**src/design/wdc_pkg.sv**
```systemverilog
// ----------------------------------------------------------------------------
// wdc_pkg
// Types, codes and the opcode table of the W65C816 instruction predecoder.
// ----------------------------------------------------------------------------
package wdc_pkg;

   typedef enum logic [4:0] {
      MD_IMPL  = 5'd0,  MD_ACCU  = 5'd1,  MD_IMM8 = 5'd2,  MD_IMMA = 5'd3,
      MD_IMMX  = 5'd4,  MD_DIR   = 5'd5,  MD_DIRX = 5'd6,  MD_DIRY = 5'd7,
      MD_DIND  = 5'd8,  MD_DINX  = 5'd9,  MD_DINY = 5'd10, MD_DLNG = 5'd11,
      MD_DLNY  = 5'd12, MD_ABS   = 5'd13, MD_ABSX = 5'd14, MD_ABSY = 5'd15,
      MD_LONG  = 5'd16, MD_LONX  = 5'd17, MD_AIND = 5'd18, MD_AINX = 5'd19,
      MD_AINL  = 5'd20, MD_STK   = 5'd21, MD_STKY = 5'd22, MD_REL8 = 5'd23,
      MD_REL16 = 5'd24, MD_BLK   = 5'd25
   } mode_type;

   typedef enum logic [2:0] {
      CT_BR = 3'd0, CT_LD = 3'd1, CT_MA = 3'd2, CT_ST = 3'd3, CT_FL = 3'd4, CT_UN = 3'd5
   } cat_type;

   typedef enum logic [2:0] {
      FL_SEQ = 3'd0, FL_COND = 3'd1, FL_JUMP = 3'd2, FL_CALL = 3'd3,
      FL_RET = 3'd4, FL_IND = 3'd5, FL_HALT = 3'd6
   } flow_type;

   typedef struct packed {
      logic [7:0]  opcode_byte;
      logic [7:0]  operand_first;
      logic [7:0]  operand_second;
      logic [7:0]  operand_third;
      logic [23:0] fetch_address;
      logic        accumulator_narrow;
      logic        index_narrow;
      logic [2:0]  bytes_available;
   } req_type;

   typedef struct packed {
      logic        empty_input;
      logic [6:0]  mnemonic_code;
      logic [4:0]  address_mode;
      logic [2:0]  category_code;
      logic [2:0]  flow_class;
      logic [2:0]  instruction_length;
      logic [7:0]  operand_out_first;
      logic [7:0]  operand_out_second;
      logic [7:0]  operand_out_third;
      logic [23:0] target_address;
   } rsp_type;

   typedef struct packed {
      logic [6:0] mn;
      mode_type   md;
      cat_type    ct;
   } op_info_type;

   function automatic op_info_type op_entry(input logic [6:0] mn, input mode_type md,
                                            input cat_type ct);
      op_info_type e;
      e.mn = mn;
      e.md = md;
      e.ct = ct;
      return e;
   endfunction

   // Opcode table: mnemonic, addressing mode and category for each opcode
   function automatic op_info_type op_lookup(input logic [7:0] op);
      op_info_type e;
      case (op)
         8'h00: e = op_entry(0, MD_IMM8, CT_BR);   8'h01: e = op_entry(1, MD_DINX, CT_MA);
         8'h02: e = op_entry(2, MD_IMM8, CT_BR);   8'h03: e = op_entry(1, MD_STK, CT_MA);
         8'h04: e = op_entry(3, MD_DIR, CT_MA);    8'h05: e = op_entry(1, MD_DIR, CT_MA);
         8'h06: e = op_entry(4, MD_DIR, CT_MA);    8'h07: e = op_entry(1, MD_DLNG, CT_MA);
         8'h08: e = op_entry(5, MD_IMPL, CT_ST);   8'h09: e = op_entry(1, MD_IMMA, CT_MA);
         8'h0A: e = op_entry(4, MD_ACCU, CT_MA);   8'h0B: e = op_entry(6, MD_IMPL, CT_ST);
         8'h0C: e = op_entry(3, MD_ABS, CT_MA);    8'h0D: e = op_entry(1, MD_ABS, CT_MA);
         8'h0E: e = op_entry(4, MD_ABS, CT_MA);    8'h0F: e = op_entry(1, MD_LONG, CT_MA);
         8'h10: e = op_entry(7, MD_REL8, CT_BR);   8'h11: e = op_entry(1, MD_DINY, CT_MA);
         8'h12: e = op_entry(1, MD_DIND, CT_MA);   8'h13: e = op_entry(1, MD_STKY, CT_MA);
         8'h14: e = op_entry(8, MD_DIR, CT_MA);    8'h15: e = op_entry(1, MD_DIRX, CT_MA);
         8'h16: e = op_entry(4, MD_DIRX, CT_MA);   8'h17: e = op_entry(1, MD_DLNY, CT_MA);
         8'h18: e = op_entry(9, MD_IMPL, CT_FL);   8'h19: e = op_entry(1, MD_ABSY, CT_MA);
         8'h1A: e = op_entry(10, MD_ACCU, CT_MA);  8'h1B: e = op_entry(11, MD_IMPL, CT_ST);
         8'h1C: e = op_entry(8, MD_ABS, CT_MA);    8'h1D: e = op_entry(1, MD_ABSX, CT_MA);
         8'h1E: e = op_entry(4, MD_ABSX, CT_MA);   8'h1F: e = op_entry(1, MD_LONX, CT_MA);
         8'h20: e = op_entry(12, MD_ABS, CT_BR);   8'h21: e = op_entry(13, MD_DINX, CT_MA);
         8'h22: e = op_entry(14, MD_LONG, CT_BR);  8'h23: e = op_entry(13, MD_STK, CT_MA);
         8'h24: e = op_entry(15, MD_DIR, CT_MA);   8'h25: e = op_entry(13, MD_DIR, CT_MA);
         8'h26: e = op_entry(16, MD_DIR, CT_MA);   8'h27: e = op_entry(13, MD_DLNG, CT_MA);
         8'h28: e = op_entry(17, MD_IMPL, CT_ST);  8'h29: e = op_entry(13, MD_IMMA, CT_MA);
         8'h2A: e = op_entry(16, MD_ACCU, CT_MA);  8'h2B: e = op_entry(18, MD_IMPL, CT_ST);
         8'h2C: e = op_entry(15, MD_ABS, CT_MA);   8'h2D: e = op_entry(13, MD_ABS, CT_MA);
         8'h2E: e = op_entry(16, MD_ABS, CT_MA);   8'h2F: e = op_entry(13, MD_LONG, CT_MA);
         8'h30: e = op_entry(19, MD_REL8, CT_BR);  8'h31: e = op_entry(13, MD_DINY, CT_MA);
         8'h32: e = op_entry(13, MD_DIND, CT_MA);  8'h33: e = op_entry(13, MD_STKY, CT_MA);
         8'h34: e = op_entry(15, MD_DIRX, CT_MA);  8'h35: e = op_entry(13, MD_DIRX, CT_MA);
         8'h36: e = op_entry(16, MD_DIRX, CT_MA);  8'h37: e = op_entry(13, MD_DLNY, CT_MA);
         8'h38: e = op_entry(20, MD_IMPL, CT_FL);  8'h39: e = op_entry(13, MD_ABSY, CT_MA);
         8'h3A: e = op_entry(21, MD_ACCU, CT_MA);  8'h3B: e = op_entry(22, MD_IMPL, CT_ST);
         8'h3C: e = op_entry(15, MD_ABSX, CT_MA);  8'h3D: e = op_entry(13, MD_ABSX, CT_MA);
         8'h3E: e = op_entry(16, MD_ABSX, CT_MA);  8'h3F: e = op_entry(13, MD_LONX, CT_MA);
         8'h40: e = op_entry(23, MD_IMPL, CT_BR);  8'h41: e = op_entry(24, MD_DINX, CT_MA);
         8'h42: e = op_entry(25, MD_IMM8, CT_BR);  8'h43: e = op_entry(24, MD_STK, CT_MA);
         8'h44: e = op_entry(26, MD_BLK, CT_LD);   8'h45: e = op_entry(24, MD_DIR, CT_MA);
         8'h46: e = op_entry(27, MD_DIR, CT_MA);   8'h47: e = op_entry(24, MD_DLNG, CT_MA);
         8'h48: e = op_entry(28, MD_IMPL, CT_ST);  8'h49: e = op_entry(24, MD_IMMA, CT_MA);
         8'h4A: e = op_entry(27, MD_ACCU, CT_MA);  8'h4B: e = op_entry(29, MD_IMPL, CT_ST);
         8'h4C: e = op_entry(30, MD_ABS, CT_BR);   8'h4D: e = op_entry(24, MD_ABS, CT_MA);
         8'h4E: e = op_entry(27, MD_ABS, CT_MA);   8'h4F: e = op_entry(24, MD_LONG, CT_MA);
         8'h50: e = op_entry(31, MD_REL8, CT_BR);  8'h51: e = op_entry(24, MD_DINY, CT_MA);
         8'h52: e = op_entry(24, MD_DIND, CT_MA);  8'h53: e = op_entry(24, MD_STKY, CT_MA);
         8'h54: e = op_entry(32, MD_BLK, CT_LD);   8'h55: e = op_entry(24, MD_DIRX, CT_MA);
         8'h56: e = op_entry(27, MD_DIRX, CT_MA);  8'h57: e = op_entry(24, MD_DLNY, CT_MA);
         8'h58: e = op_entry(33, MD_IMPL, CT_FL);  8'h59: e = op_entry(24, MD_ABSY, CT_MA);
         8'h5A: e = op_entry(34, MD_IMPL, CT_ST);  8'h5B: e = op_entry(35, MD_IMPL, CT_ST);
         8'h5C: e = op_entry(36, MD_LONG, CT_BR);  8'h5D: e = op_entry(24, MD_ABSX, CT_MA);
         8'h5E: e = op_entry(27, MD_ABSX, CT_MA);  8'h5F: e = op_entry(24, MD_LONX, CT_MA);
         8'h60: e = op_entry(37, MD_IMPL, CT_BR);  8'h61: e = op_entry(38, MD_DINX, CT_MA);
         8'h62: e = op_entry(39, MD_REL16, CT_ST); 8'h63: e = op_entry(38, MD_STK, CT_MA);
         8'h64: e = op_entry(40, MD_DIR, CT_LD);   8'h65: e = op_entry(38, MD_DIR, CT_MA);
         8'h66: e = op_entry(41, MD_DIR, CT_MA);   8'h67: e = op_entry(38, MD_DLNG, CT_MA);
         8'h68: e = op_entry(42, MD_IMPL, CT_ST);  8'h69: e = op_entry(38, MD_IMMA, CT_MA);
         8'h6A: e = op_entry(41, MD_ACCU, CT_MA);  8'h6B: e = op_entry(43, MD_IMPL, CT_BR);
         8'h6C: e = op_entry(30, MD_AIND, CT_BR);  8'h6D: e = op_entry(38, MD_ABS, CT_MA);
         8'h6E: e = op_entry(41, MD_ABS, CT_MA);   8'h6F: e = op_entry(38, MD_LONG, CT_MA);
         8'h70: e = op_entry(44, MD_REL8, CT_BR);  8'h71: e = op_entry(38, MD_DINY, CT_MA);
         8'h72: e = op_entry(38, MD_DIND, CT_MA);  8'h73: e = op_entry(38, MD_STKY, CT_MA);
         8'h74: e = op_entry(40, MD_DIRX, CT_LD);  8'h75: e = op_entry(38, MD_DIRX, CT_MA);
         8'h76: e = op_entry(41, MD_DIRX, CT_MA);  8'h77: e = op_entry(38, MD_DLNY, CT_MA);
         8'h78: e = op_entry(45, MD_IMPL, CT_FL);  8'h79: e = op_entry(38, MD_ABSY, CT_MA);
         8'h7A: e = op_entry(46, MD_IMPL, CT_ST);  8'h7B: e = op_entry(47, MD_IMPL, CT_ST);
         8'h7C: e = op_entry(30, MD_AINX, CT_BR);  8'h7D: e = op_entry(38, MD_ABSX, CT_MA);
         8'h7E: e = op_entry(41, MD_ABSX, CT_MA);  8'h7F: e = op_entry(38, MD_LONX, CT_MA);
         8'h80: e = op_entry(48, MD_REL8, CT_BR);  8'h81: e = op_entry(49, MD_DINX, CT_LD);
         8'h82: e = op_entry(50, MD_REL16, CT_BR); 8'h83: e = op_entry(49, MD_STK, CT_LD);
         8'h84: e = op_entry(51, MD_DIR, CT_LD);   8'h85: e = op_entry(49, MD_DIR, CT_LD);
         8'h86: e = op_entry(52, MD_DIR, CT_LD);   8'h87: e = op_entry(49, MD_DLNG, CT_LD);
         8'h88: e = op_entry(53, MD_IMPL, CT_UN);  8'h89: e = op_entry(15, MD_IMMA, CT_MA);
         8'h8A: e = op_entry(54, MD_IMPL, CT_ST);  8'h8B: e = op_entry(55, MD_IMPL, CT_ST);
         8'h8C: e = op_entry(51, MD_ABS, CT_LD);   8'h8D: e = op_entry(49, MD_ABS, CT_LD);
         8'h8E: e = op_entry(52, MD_ABS, CT_LD);   8'h8F: e = op_entry(49, MD_LONG, CT_LD);
         8'h90: e = op_entry(56, MD_REL8, CT_BR);  8'h91: e = op_entry(49, MD_DINY, CT_LD);
         8'h92: e = op_entry(49, MD_DIND, CT_LD);  8'h93: e = op_entry(49, MD_STKY, CT_LD);
         8'h94: e = op_entry(51, MD_DIRX, CT_LD);  8'h95: e = op_entry(49, MD_DIRX, CT_LD);
         8'h96: e = op_entry(52, MD_DIRY, CT_LD);  8'h97: e = op_entry(49, MD_DLNY, CT_LD);
         8'h98: e = op_entry(57, MD_IMPL, CT_ST);  8'h99: e = op_entry(49, MD_ABSY, CT_LD);
         8'h9A: e = op_entry(58, MD_IMPL, CT_ST);  8'h9B: e = op_entry(59, MD_IMPL, CT_ST);
         8'h9C: e = op_entry(40, MD_ABS, CT_LD);   8'h9D: e = op_entry(49, MD_ABSX, CT_LD);
         8'h9E: e = op_entry(40, MD_ABSX, CT_LD);  8'h9F: e = op_entry(49, MD_LONX, CT_LD);
         8'hA0: e = op_entry(60, MD_IMMX, CT_LD);  8'hA1: e = op_entry(61, MD_DINX, CT_LD);
         8'hA2: e = op_entry(62, MD_IMMX, CT_LD);  8'hA3: e = op_entry(61, MD_STK, CT_LD);
         8'hA4: e = op_entry(60, MD_DIR, CT_LD);   8'hA5: e = op_entry(61, MD_DIR, CT_LD);
         8'hA6: e = op_entry(62, MD_DIR, CT_LD);   8'hA7: e = op_entry(61, MD_DLNG, CT_LD);
         8'hA8: e = op_entry(63, MD_IMPL, CT_ST);  8'hA9: e = op_entry(61, MD_IMMA, CT_LD);
         8'hAA: e = op_entry(64, MD_IMPL, CT_ST);  8'hAB: e = op_entry(65, MD_IMPL, CT_ST);
         8'hAC: e = op_entry(60, MD_ABS, CT_LD);   8'hAD: e = op_entry(61, MD_ABS, CT_LD);
         8'hAE: e = op_entry(62, MD_ABS, CT_LD);   8'hAF: e = op_entry(61, MD_LONG, CT_LD);
         8'hB0: e = op_entry(66, MD_REL8, CT_BR);  8'hB1: e = op_entry(61, MD_DINY, CT_LD);
         8'hB2: e = op_entry(61, MD_DIND, CT_LD);  8'hB3: e = op_entry(61, MD_STKY, CT_LD);
         8'hB4: e = op_entry(60, MD_DIRX, CT_LD);  8'hB5: e = op_entry(61, MD_DIRX, CT_LD);
         8'hB6: e = op_entry(62, MD_DIRY, CT_LD);  8'hB7: e = op_entry(61, MD_DLNY, CT_LD);
         8'hB8: e = op_entry(67, MD_IMPL, CT_FL);  8'hB9: e = op_entry(61, MD_ABSY, CT_LD);
         8'hBA: e = op_entry(68, MD_IMPL, CT_ST);  8'hBB: e = op_entry(69, MD_IMPL, CT_ST);
         8'hBC: e = op_entry(60, MD_ABSX, CT_LD);  8'hBD: e = op_entry(61, MD_ABSX, CT_LD);
         8'hBE: e = op_entry(62, MD_ABSY, CT_LD);  8'hBF: e = op_entry(61, MD_LONX, CT_LD);
         8'hC0: e = op_entry(70, MD_IMMX, CT_MA);  8'hC1: e = op_entry(71, MD_DINX, CT_MA);
         8'hC2: e = op_entry(72, MD_IMM8, CT_FL);  8'hC3: e = op_entry(71, MD_STK, CT_MA);
         8'hC4: e = op_entry(70, MD_DIR, CT_MA);   8'hC5: e = op_entry(71, MD_DIR, CT_MA);
         8'hC6: e = op_entry(21, MD_DIR, CT_MA);   8'hC7: e = op_entry(71, MD_DLNG, CT_MA);
         8'hC8: e = op_entry(73, MD_IMPL, CT_UN);  8'hC9: e = op_entry(71, MD_IMMA, CT_MA);
         8'hCA: e = op_entry(74, MD_IMPL, CT_UN);  8'hCB: e = op_entry(75, MD_IMPL, CT_BR);
         8'hCC: e = op_entry(70, MD_ABS, CT_MA);   8'hCD: e = op_entry(71, MD_ABS, CT_MA);
         8'hCE: e = op_entry(21, MD_ABS, CT_MA);   8'hCF: e = op_entry(71, MD_LONG, CT_MA);
         8'hD0: e = op_entry(76, MD_REL8, CT_BR);  8'hD1: e = op_entry(71, MD_DINY, CT_MA);
         8'hD2: e = op_entry(71, MD_DIND, CT_MA);  8'hD3: e = op_entry(71, MD_STKY, CT_MA);
         8'hD4: e = op_entry(77, MD_DIND, CT_ST);  8'hD5: e = op_entry(71, MD_DIRX, CT_MA);
         8'hD6: e = op_entry(21, MD_DIRX, CT_MA);  8'hD7: e = op_entry(71, MD_DLNY, CT_MA);
         8'hD8: e = op_entry(78, MD_IMPL, CT_FL);  8'hD9: e = op_entry(71, MD_ABSY, CT_MA);
         8'hDA: e = op_entry(79, MD_IMPL, CT_ST);  8'hDB: e = op_entry(80, MD_IMPL, CT_BR);
         8'hDC: e = op_entry(36, MD_AINL, CT_BR);  8'hDD: e = op_entry(71, MD_ABSX, CT_MA);
         8'hDE: e = op_entry(21, MD_ABSX, CT_MA);  8'hDF: e = op_entry(71, MD_LONX, CT_MA);
         8'hE0: e = op_entry(81, MD_IMMX, CT_MA);  8'hE1: e = op_entry(82, MD_DINX, CT_MA);
         8'hE2: e = op_entry(83, MD_IMM8, CT_FL);  8'hE3: e = op_entry(82, MD_STK, CT_MA);
         8'hE4: e = op_entry(81, MD_DIR, CT_MA);   8'hE5: e = op_entry(82, MD_DIR, CT_MA);
         8'hE6: e = op_entry(10, MD_DIR, CT_MA);   8'hE7: e = op_entry(82, MD_DLNG, CT_MA);
         8'hE8: e = op_entry(84, MD_IMPL, CT_UN);  8'hE9: e = op_entry(82, MD_IMMA, CT_MA);
         8'hEA: e = op_entry(85, MD_IMPL, CT_ST);  8'hEB: e = op_entry(86, MD_IMPL, CT_LD);
         8'hEC: e = op_entry(81, MD_ABS, CT_MA);   8'hED: e = op_entry(82, MD_ABS, CT_MA);
         8'hEE: e = op_entry(10, MD_ABS, CT_MA);   8'hEF: e = op_entry(82, MD_LONG, CT_MA);
         8'hF0: e = op_entry(87, MD_REL8, CT_BR);  8'hF1: e = op_entry(82, MD_DINY, CT_MA);
         8'hF2: e = op_entry(82, MD_DIND, CT_MA);  8'hF3: e = op_entry(82, MD_STKY, CT_MA);
         8'hF4: e = op_entry(88, MD_ABS, CT_ST);   8'hF5: e = op_entry(82, MD_DIRX, CT_MA);
         8'hF6: e = op_entry(10, MD_DIRX, CT_MA);  8'hF7: e = op_entry(82, MD_DLNY, CT_MA);
         8'hF8: e = op_entry(89, MD_IMPL, CT_FL);  8'hF9: e = op_entry(82, MD_ABSY, CT_MA);
         8'hFA: e = op_entry(90, MD_IMPL, CT_ST);  8'hFB: e = op_entry(91, MD_IMPL, CT_FL);
         8'hFC: e = op_entry(12, MD_AINX, CT_BR);  8'hFD: e = op_entry(82, MD_ABSX, CT_MA);
         8'hFE: e = op_entry(10, MD_ABSX, CT_MA);  8'hFF: e = op_entry(82, MD_LONX, CT_MA);
         default: e = op_entry(0, MD_IMPL, CT_UN);
      endcase
      return e;
   endfunction

   // Control-flow class of an opcode
   function automatic flow_type flow_lookup(input logic [7:0] op);
      flow_type f;
      case (op)
         8'h10, 8'h30, 8'h50, 8'h70, 8'h90, 8'hB0, 8'hD0, 8'hF0: f = FL_COND;
         8'h80, 8'h82, 8'h4C, 8'h5C: f = FL_JUMP;
         8'h20, 8'h22, 8'hFC:        f = FL_CALL;
         8'h60, 8'h6B, 8'h40:        f = FL_RET;
         8'h6C, 8'h7C, 8'hDC:        f = FL_IND;
         8'h00, 8'h02, 8'hCB, 8'hDB: f = FL_HALT;
         default:                    f = FL_SEQ;
      endcase
      return f;
   endfunction

endpackage

```
**src/design/wdc65816_instruction_predecoder.sv**
```systemverilog
// ----------------------------------------------------------------------------
// wdc65816_instruction_predecoder
// Decodes one W65C816 instruction per beat: mnemonic, mode, length, operands
// and branch or jump target.
// ----------------------------------------------------------------------------
//  channel | direction | payload  | handshake
//  req_    | in        | req_type | req_valid / req_stall
//  rsp_    | out       | rsp_type | rsp_valid / rsp_stall
//
// One instruction per cycle while the result is not stalled; the decode (table
// lookup plus a 16-bit target add) is combinational into the result register.
// Reset clears the result valid flag only.
// A stalled result holds; the next beat is accepted into the result register
// as soon as the held one is taken.
module wdc65816_instruction_predecoder (
   input  logic            clock,
   input  logic            reset,
   input  logic            req_valid,
   output logic            req_stall,
   input  wdc_pkg::req_type req_data,
   output logic            rsp_valid,
   input  logic            rsp_stall,
   output wdc_pkg::rsp_type rsp_data
);
   import wdc_pkg::*;

   logic        valid_ff, valid_in;
   rsp_type     data_ff, data_in;
   op_info_type info;
   logic [2:0]  avail;
   logic [1:0]  nops;
   logic [7:0]  op1, op2, op3;
   logic [15:0] offset, word, rel8_off, rel16_off;
   logic [23:0] target;
   logic        accept;

   // Accept whenever the result register is free or being emptied
   assign req_stall = valid_ff & rsp_stall;
   assign accept    = req_valid & ~req_stall;

   // Decode one beat
   always_comb begin
      info  = op_lookup(req_data.opcode_byte);
      avail = (req_data.bytes_available > 3'd4) ? 3'd4 : req_data.bytes_available;
      case (info.md)
         MD_IMPL, MD_ACCU: nops = 2'd0;
         MD_IMMA: nops = req_data.accumulator_narrow ? 2'd1 : 2'd2;
         MD_IMMX: nops = req_data.index_narrow ? 2'd1 : 2'd2;
         MD_ABS, MD_ABSX, MD_ABSY, MD_AIND, MD_AINX, MD_AINL, MD_REL16, MD_BLK:
            nops = 2'd2;
         MD_LONG, MD_LONX: nops = 2'd3;
         default: nops = 2'd1;
      endcase
      op1 = (nops >= 2'd1 && avail > 3'd1) ? req_data.operand_first  : 8'h00;
      op2 = (nops >= 2'd2 && avail > 3'd2) ? req_data.operand_second : 8'h00;
      op3 = (nops == 2'd3 && avail > 3'd3) ? req_data.operand_third  : 8'h00;
      offset    = req_data.fetch_address[15:0];
      word      = {op2, op1};
      rel8_off  = offset + 16'd2 + {{8{op1[7]}}, op1};
      rel16_off = offset + 16'd3 + word;
      case (info.md)
         MD_REL8:  target = {req_data.fetch_address[23:16], rel8_off};
         MD_REL16: target = {req_data.fetch_address[23:16], rel16_off};
         MD_ABS, MD_AIND, MD_AINX, MD_AINL:
            target = {req_data.fetch_address[23:16], word};
         MD_LONG, MD_LONX: target = {op3, word};
         default: target = req_data.fetch_address;
      endcase
      data_in = '0;
      data_in.target_address = req_data.fetch_address;
      if (avail == 3'd0) begin
         data_in.empty_input = 1'b1;
      end else begin
         data_in.mnemonic_code      = info.mn;
         data_in.address_mode       = info.md;
         data_in.category_code      = info.ct;
         data_in.flow_class         = flow_lookup(req_data.opcode_byte);
         data_in.instruction_length = {1'b0, nops} + 3'd1;
         data_in.operand_out_first  = op1;
         data_in.operand_out_second = op2;
         data_in.operand_out_third  = op3;
         data_in.target_address     = target;
      end
      valid_in = accept | (valid_ff & rsp_stall);
   end

   // Result register
   always_ff @(posedge clock) begin
      if (reset) begin
         valid_ff <= 1'b0;
      end else begin
         valid_ff <= valid_in;
      end
      if (accept) begin
         data_ff <= data_in;
      end
   end

   assign rsp_valid = valid_ff;
   assign rsp_data  = data_ff;

   // A held result must not change while stalled
   a_hold: assert property (@(posedge clock) disable iff (reset)
      valid_ff && rsp_stall |=> valid_ff && $stable(data_ff))
      else $error("result changed under stall");
   // An accepted beat produces a result next cycle
   a_accept: assert property (@(posedge clock) disable iff (reset)
      accept |=> valid_ff)
      else $error("accepted beat lost");
   // Empty results carry no length
   a_empty: assert property (@(posedge clock) disable iff (reset)
      valid_ff && data_ff.empty_input |-> data_ff.instruction_length == 3'd0)
      else $error("empty result has length");
   // Non-empty results have length 1..4
   a_len: assert property (@(posedge clock) disable iff (reset)
      valid_ff && !data_ff.empty_input |->
         data_ff.instruction_length != 3'd0 && data_ff.instruction_length <= 3'd4)
      else $error("bad length");

endmodule

```
**config.mk**
```make
export PLATFORM = sky130hd
export DESIGN_NAME = wdc65816_instruction_predecoder
export DESIGN_NICKNAME = d
export VERILOG_FILES = /design/src/design/wdc_pkg.sv /design/src/design/wdc65816_instruction_predecoder.sv
export SDC_FILE = /design/constraint.sdc
export NUM_CORES = 1
export LEC_CHECK = 0
export BUFFER_PORTS_ARGS = -buffer_cell sky130_fd_sc_hd__buf_2
export CAP_MARGIN = 10
export CORE_MARGIN = 1.5
export CORE_UTILIZATION = 40
export DETAILED_ROUTE_END_ITERATION = 16
export GPL_TIMING_DRIVEN = 0
export PLACE_DENSITY = 0.61
export SYNTH_ARGS = -nofsm -noshare
export SYNTH_HDL_FRONTEND = slang
export SYNTH_SLANG_ARGS = --single-unit
```
**constraint.sdc**
```tcl
create_clock -name clock -period 11.25 [get_ports clock]
set_clock_uncertainty 0.1 [all_clocks]
set_input_delay 3.375 -clock clock [delete_from_list [all_inputs] [get_ports clock]]
set_output_delay 3.375 -clock clock [all_outputs]
set_load 0.01 [all_outputs]
```
After elaboration in Yosys (flattened, before gate mapping):

Memories as Yosys holds them, arrays and structs flattened.
Cells that the tools add are included.

* flip-flop bits (word level): 71
* ROM bits: 3840
* input port bits: 65
* word-level logic and storage cells: 93
* memories: 1

Memory list
* (name not given): depth 256, width 15, read ports 1, clocked after Yosys merged registers in 0, wr ports 0, RTL line wdc_pkg.sv:68 `case (op)`

* add/subtract/negate cells: 5
* magnitude comparators: 6
* equality and inequality tests: 39
* multiplexer cells: 11
* bitwise operators: 4
* reduce and logical (&&, ||, !) cells: 16

Operators by type and width (number)
* one-hot mux 24 bit (4 select lines): 1
* == test 8 bit (second input constant): 10
* == test 8 x 7 -> 1 bit (second input constant): 9
* == test 5 bit (second input constant): 8
* adder 16 bit: 2
* adder 16 x 2 -> 16 bit (second input constant): 2
* == test 8 x 6 -> 1 bit (second input constant): 3
* two-way mux 24 bit: 1
* two-way mux 8 bit: 3
* one-hot mux 3 bit (6 select lines): 1
* OR reduction 8 bit: 2
* == test 5 x 4 -> 1 bit (second input constant): 3
* OR reduction 4 bit: 3
* one-hot mux 2 bit (5 select lines): 1
* OR reduction 3 bit: 3
* == test 8 x 2 -> 1 bit (second input constant): 1
* == test 8 x 5 -> 1 bit (second input constant): 1
* zero test 8 bit: 1
* > comparator 3 x 2 -> 1 bit (second input constant): 2
* == test 5 x 1 -> 1 bit (second input constant): 1
* == test 5 x 2 -> 1 bit (second input constant): 1
* == test 5 x 3 -> 1 bit (second input constant): 1
* zero test 5 bit: 1
* two-way mux 2 bit: 2
* 14 further kinds: 18

Logic depth before layout (Yosys ltp):

Gate-level depths: netlist of the first run.
An unclocked memory read counts as a cell.

* word-level depth: 10
* mapped depth: 35
* mapped depth without buffers: 31

Worst setup path after synthesis of the first run:

No wires, ideal clock.

* path kind: input to register
* start: in req_data[54] (netlist bit)
* end: reg data_ff (netlist bit rsp_data[15]) (data pin)
* arrival: 9.684 ns
* data required time: 10.996 ns
* slack: 1.311 ns
* stages on the path: 33
* buffers on the path: 4
* path through: clkbuf_1 inv_1 ha_1 buf_6 nand2b_1 nand4_1 o2111ai_1 o311a_1 nor4_4 buf_4 mux2i_1 a32oi_1 mux2_2 inv_1 ha_1 o21ba_2 buf_1 nand2_1 ha_1 inv_1 ha_1 fa_1 a21oi_1 o21bai_1 a21oi_1 o21ai_1 maj3_1 a31oi_1 o211ai_1 nand3_1 a21boi_0 or4_1 a41oi_2

RTL lines
* start: declaration: RTL line wdc65816_instruction_predecoder.sv:20 `input wdc_pkg::req_type req_data,`
* end signal: assignment: RTL line wdc65816_instruction_predecoder.sv:95 `data_ff <= data_in;`
* end: declaration: RTL line wdc65816_instruction_predecoder.sv:28 `rsp_type data_ff, data_in;`

==> results of run 1 <==
## registers in the layout, summed over array words and instances (netlist names)
name	count
rsp_data	70
rsp_valid	1
## cell families (layout without fill, tap and decap cells)
kind of cell             Yosys count  after routing  synth area share [%]
XOR/XNOR                          30             30                  3.54
multiplexers                      24             24                  3.25
buffers and inverters            109            263                  6.57
AND/OR/NAND/NOR                  348            348                  22.6
flip-flops                        71             71                  27.2
adder cells (fa/ha/maj)           51             51                  8.39
AO/OA/AOI/OAI                    325            325                  28.5
## per-layer routing
| metal | GRT usage [%] | wire (µm) | up-vias |
|---|---|---|---|
| met1 | 40.1 | 12900 | 4001 |
| li1 | - | - | 3899 |
| met3 | 6.87 | 3080 | 109 |
| met5 | 0 | 0 | - |
| met2 | 43.7 | 12600 | 577 |
| met4 | 13.6 | 1280 | 0 |
## report_power, final
group | internal [mW] | total [mW] | switching, mW
clock network | 0.173 | 0.288 | 0.116
registers | 0.330 | 0.336 | 0.00582
logic | 0.188 | 0.495 | 0.307
total | 0.691 | 1.12 | 0.429
## through the flow
step	cell area (µm²)	setup slack, ns	total power, mW
after floorplan	7810	1.31	0.677
after global placement	8810	-0.580	0.822
after detailed placement	8860	-0.502	0.824
after CTS	9160	0.0820	1.11
after global routing	9190	0.0156	1.19
final	9190	0.257	1.12
## worst max-delay path, delay by kind of cell
kind | cells | cell delay (ns)
fa+ha+maj | 6 | 2.17
compound gates | 15 | 3.23
buf+inv | 5 | 0.88
simple gates | 4 | 1.40
## layout make-up
cell class              count  area [µm²]
plain buffers              73         380
clock buffers              10         229
clock inverters             6        68.8
fillers                  1938        9760
inverters                  33         128
multi-input cells         778        5190
flip-flops and latches     71        2120
well taps                 260         325
repair buffers            141         746
## worst min path at each step
stage	endpoint	start	slack [ns]
after floorplan	rsp_valid	rsp_valid	0.60
after global placement	rsp_valid	rsp_valid	0.50
after detailed placement	rsp_valid	rsp_valid	0.58
after CTS	rsp_valid	rsp_valid	0.59
after global routing	rsp_valid	rsp_valid	0.64
final	rsp_valid	rsp_valid	0.59
## cell usage in the layout, fill, tap and decap left out, drive strengths merged, types with 19 or more instances in the layout
cell    instances
ha             46
xnor2          21
edfxtp         70
and2           31
a31oi          25
nor2           95
nor2b          19
clkbuf         51
nand3          19
a21oi          75
buf           173
o21ai          71
nor3           26
nand2          87
inv            33
## repair_timing
| item | in CTS | in global routing |
|---|---|---|
| buffers inserted | 0 | 4 |
| pin swaps | 0 | 1 |
| resized for setup | 0 | 7 |
| setup endpoints to repair | 1 | 2 |
==> results.cfg, run 1 <==
[outcome]
status = completed

[route]
vias_per_cell = 6.26
vias = 8586
drt-wirelength-per-cell_um = 21.8
drt-initial-drc-count = 982
final_antenna_net_count = 0
first_pass_iters = 5
drc_errors = 0
totalWireLength_um = 29900

[die]
die-height_um = 143
fp.dieW_um = 143
die-area_mm2 = 0.0204
core_area_mm2 = 0.0190
rows = 50
start_util_pct = 41.2
ios = 137

[yosys]
yosysWarnings = 0
synth_common_cells = nor2_1, nand2_1, a21oi_1
yosysSeqAreaShare_pct = 27.2
synth.ff_latch_count = 71
yosysTopAreaCell = edfxtp_1
synthTopCellsByArea = edfxtp_1, ha_1, a21oi_1
synth-main-ff-cell = edfxtp_1
syn_area_mm2 = 0.00781
syn_area_per_cell_um2 = 8.16
synth_async_sr_flop_share_pct = 0
synth_top_area_share_pct = 26.9
yosysUniqueCellTypes = 96
synth_edf_count = 70
synth_nets = 1072
synth_cells = 958
synth_most_common_cell = nor2_1

[sta]
rsz0062_at_grt = false
finalHoldViolCount = 0
period_share_pct = 97.7
clock.fmax_ghz = 0.0910
setup_viol = 0
setup_tns_ns = 0
slew_headroom_pct = 31.6
tightest_slew_ns = 1.02
post-route-min-period_ns = 10.99
maxSlewViolCount = 0
hold_slack_ns = 0.587

[worst_setup_path]
reg2reg_from = rsp_valid
cp_max_fo = 10
setup.worst_path.start = req_data[53]
end_kind = flip-flop
cp_slowest_cell = ha_1
slowest_delay_ns = 0.64
reg2reg_depth = 3
crit_type = primary input to flip-flop
crit_end = rsp_data[15]
worstPathRequired_ns = 11.33
rr_endpoint = rsp_data[42]
crit_top_cell = ha_1
startpoint_type = primary input
arrival_ns = 11.07
r2r_slack_ns = 9.73

[clock_tree]
clk_pin_slew_ns = 0.06
cts_htree_levels = 3
clock_path_buffers = 2
clkSinkCount = 71
cts_tree = built
cts_root_buf = clkbuf_16
ctsHoldBuffers = 0
clkLatencyLatePin_ns = 0.35
numCtsBuffers = 9

[global_routing]
grtUsageTotal_pct = 29.4
antenna_found_initial = 0
grt_max_degree = 36
grt_pass1_vias = 7963
grt_pass1_wl_um = 45600
overflow = 0

[placed_design]
io_buffers = 135
post-dp-hpwl_um = 22600
place_inst = 1355
gp_congestion = 1.02

[power_and_ir_drop]
power_density_mw_per_mm2 = 122
vdd_drop_max_mv = 0.0591
p_leak_nw = 3.67

[hold_path]
min_delay_path_depth = 3
hp-class = flip-flop to flip-flop

[cells_and_area]
final_nets = 1221
stdcell_count = 1372
n_antenna_cell = 0
drive_above_1_share_pct = 21.3
area_delta_synth_final_pct = 17.7
utilization_pct = 48.5

[flow_run]
cap_violations = 0
(Power assumes the default switching activity.)
==> run 2, diff against run 1 <==
CTS_BUF_LIST = sky130_fd_sc_hd__clkbuf_2 sky130_fd_sc_hd__clkbuf_4 sky130_fd_sc_hd__clkbuf_8   (was unset)
==> run 2 against run 1 <==
  * Core utilization fell by 0.48 points
  * Critical path depth did not move
  * Hold slack improved by 0.0038 ns
==> results.cfg, run 2 (synthesized netlist as in run 1, its figures left out) <==
[outcome]
status = completed

[power_and_ir_drop]
vdd_drop_max_mv = 0.0613
finalPower_mw = 1.04
p_leak_nw = 3.64
power_density_mw_per_mm2 = 114

[hold_path]
hp-class = flip-flop to flip-flop
min_delay_path_depth = 3

[worst_setup_path]
cp_max_fo = 10
startpoint_type = primary input
arrival_ns = 11.04
crit_top_cell = ha_1
cp_slowest_cell = ha_1
crit_type = primary input to flip-flop
crit_cells = 30
slowest_delay_ns = 0.65
crit_family = compound AO/OA/AOI/OAI gates
cp_num_buf_inv = 5
end_kind = flip-flop
reg2reg_depth = 3
worstPathRequired_ns = 11.35

[sta]
rsz0062_at_grt = false
clock.fmax_ghz = 0.0914
setup_viol = 0
maxSlewViolCount = 0
period_share_pct = 97.2
finalHoldViolCount = 0
post-route-min-period_ns = 10.94
tightest_slew_ns = 1.01
slew_headroom_pct = 32.2
worst_slack_ns = 0.311
hold_slack_ns = 0.591

[route]
first_pass_iters = 6
drt-wirelength-per-cell_um = 21.8
vias_per_cell = 6.24
final_antenna_net_count = 0
vias = 8570
drt-initial-drc-count = 1118
drc_errors = 0
totalWireLength_um = 29900

[cells_and_area]
final_common_cell = buf_2
utilization_pct = 48.0
largest_register_ffs = 70
final_nets = 1222
n_antenna_cell = 0
fill_cells = 1946
most-common-layout-cells = buf_2, nor2_1, nand2_1
area_delta_synth_final_pct = 16.5
drive_above_1_share_pct = 21.5
fin_area_mm2 = 0.00910

[clock_tree]
ctsHoldBuffers = 0
clock_path_buffers = 2
clkSinkCount = 71
numCtsBuffers = 9
cts_htree_levels = 3
cts_root_buf = clkbuf_8
clkLatencyLatePin_ns = 0.37
clk_pin_slew_ns = 0.08
cts_tree = built

[global_routing]
grt_pass1_vias = 7920
grtUsageTotal_pct = 29.1
antenna_found_initial = 0
grt_max_degree = 36
grt_pass1_wl_um = 45400
met1_usage_pct = 40.4
gr-usage-met3_pct = 5.84
grt.busiest_layer = met2
grt_use_met2_pct = 43.5
overflow = 0

[die]
rows = 50
die-area_mm2 = 0.0204
core_area_mm2 = 0.0190
die-height_um = 143
fp.dieW_um = 143
ios = 137
start_util_pct = 41.2

[placed_design]
gp_congestion = 1.02
place_area_mm2 = 0.00886
dp_slack_ns = -0.502
io_buffers = 135
post-dp-hpwl_um = 22600

[flow_run]
cap_violations = 0
## run 2: layout make-up
class | count | area, µm² | share of cell area, %
clock buffer | 10 | 131 | 1.44
buffer | 73 | 380 | 4.18
multi-input combinational | 778 | 5190 | 57.1
sequential | 71 | 2120 | 23.3
inverter | 33 | 128 | 1.40
timing repair buffer | 142 | 753 | 8.27
clock inverter | 6 | 68.8 | 0.756
tap | 260 | 325 | 3.57
## run 2: metal layers
metal / vias up / wire length, µm
met1: 3976 / 12800
li1: 3890 / -
met2: 598 / 12600
met5: - / 0
met3: 106 / 3200
met4: 0 / 1290
## run 2: what timing repair did
item / in CTS / in global routing
gates resized for setup: 0 / 7
setup endpoints to repair: 1 / 2
buffers inserted: 0 / 5
pin swaps: 0 / 1
## run 2: final timing paths
check / slack, ns / end / from
worst max register to register: 9.72 / rsp_data[42] / rsp_valid
worst min register to register: 0.59 / rsp_valid / rsp_valid
worst max-delay path: 0.31 / rsp_data[15] / req_data[53]
worst min-delay path: 0.59 / rsp_valid / rsp_valid
## run 2: where the power goes
| part | switching (mW) | internal, mW | leakage (nW) | total (mW) |
|---|---|---|---|---|
| clock network | 0.103 | 0.106 | 0.100 | 0.209 |
| logic | 0.307 | 0.188 | 2.84 | 0.495 |
| registers | 0.00584 | 0.330 | 0.699 | 0.335 |
## run 2: through the flow
| stage | cells | setup TNS, ns |
|---|---|---|
| 2_1_floorplan | 958 | 0 |
| 3_3_place_gp | 1353 | -0.870 |
| 3_5_place_dp | 1355 | -0.695 |
| 4_1_cts | 1370 | 0 |
| 5_1_grt | 1373 | 0 |
| 6_report | 1373 | 0 |
## run 2: worst register-to-register path: cells and delay by family, from the launching register on
family	cells	cell delay [ns]
flip-flops	1	0.32
buffers and inverters	1	0.26
AND/OR/NAND/NOR	2	0.52
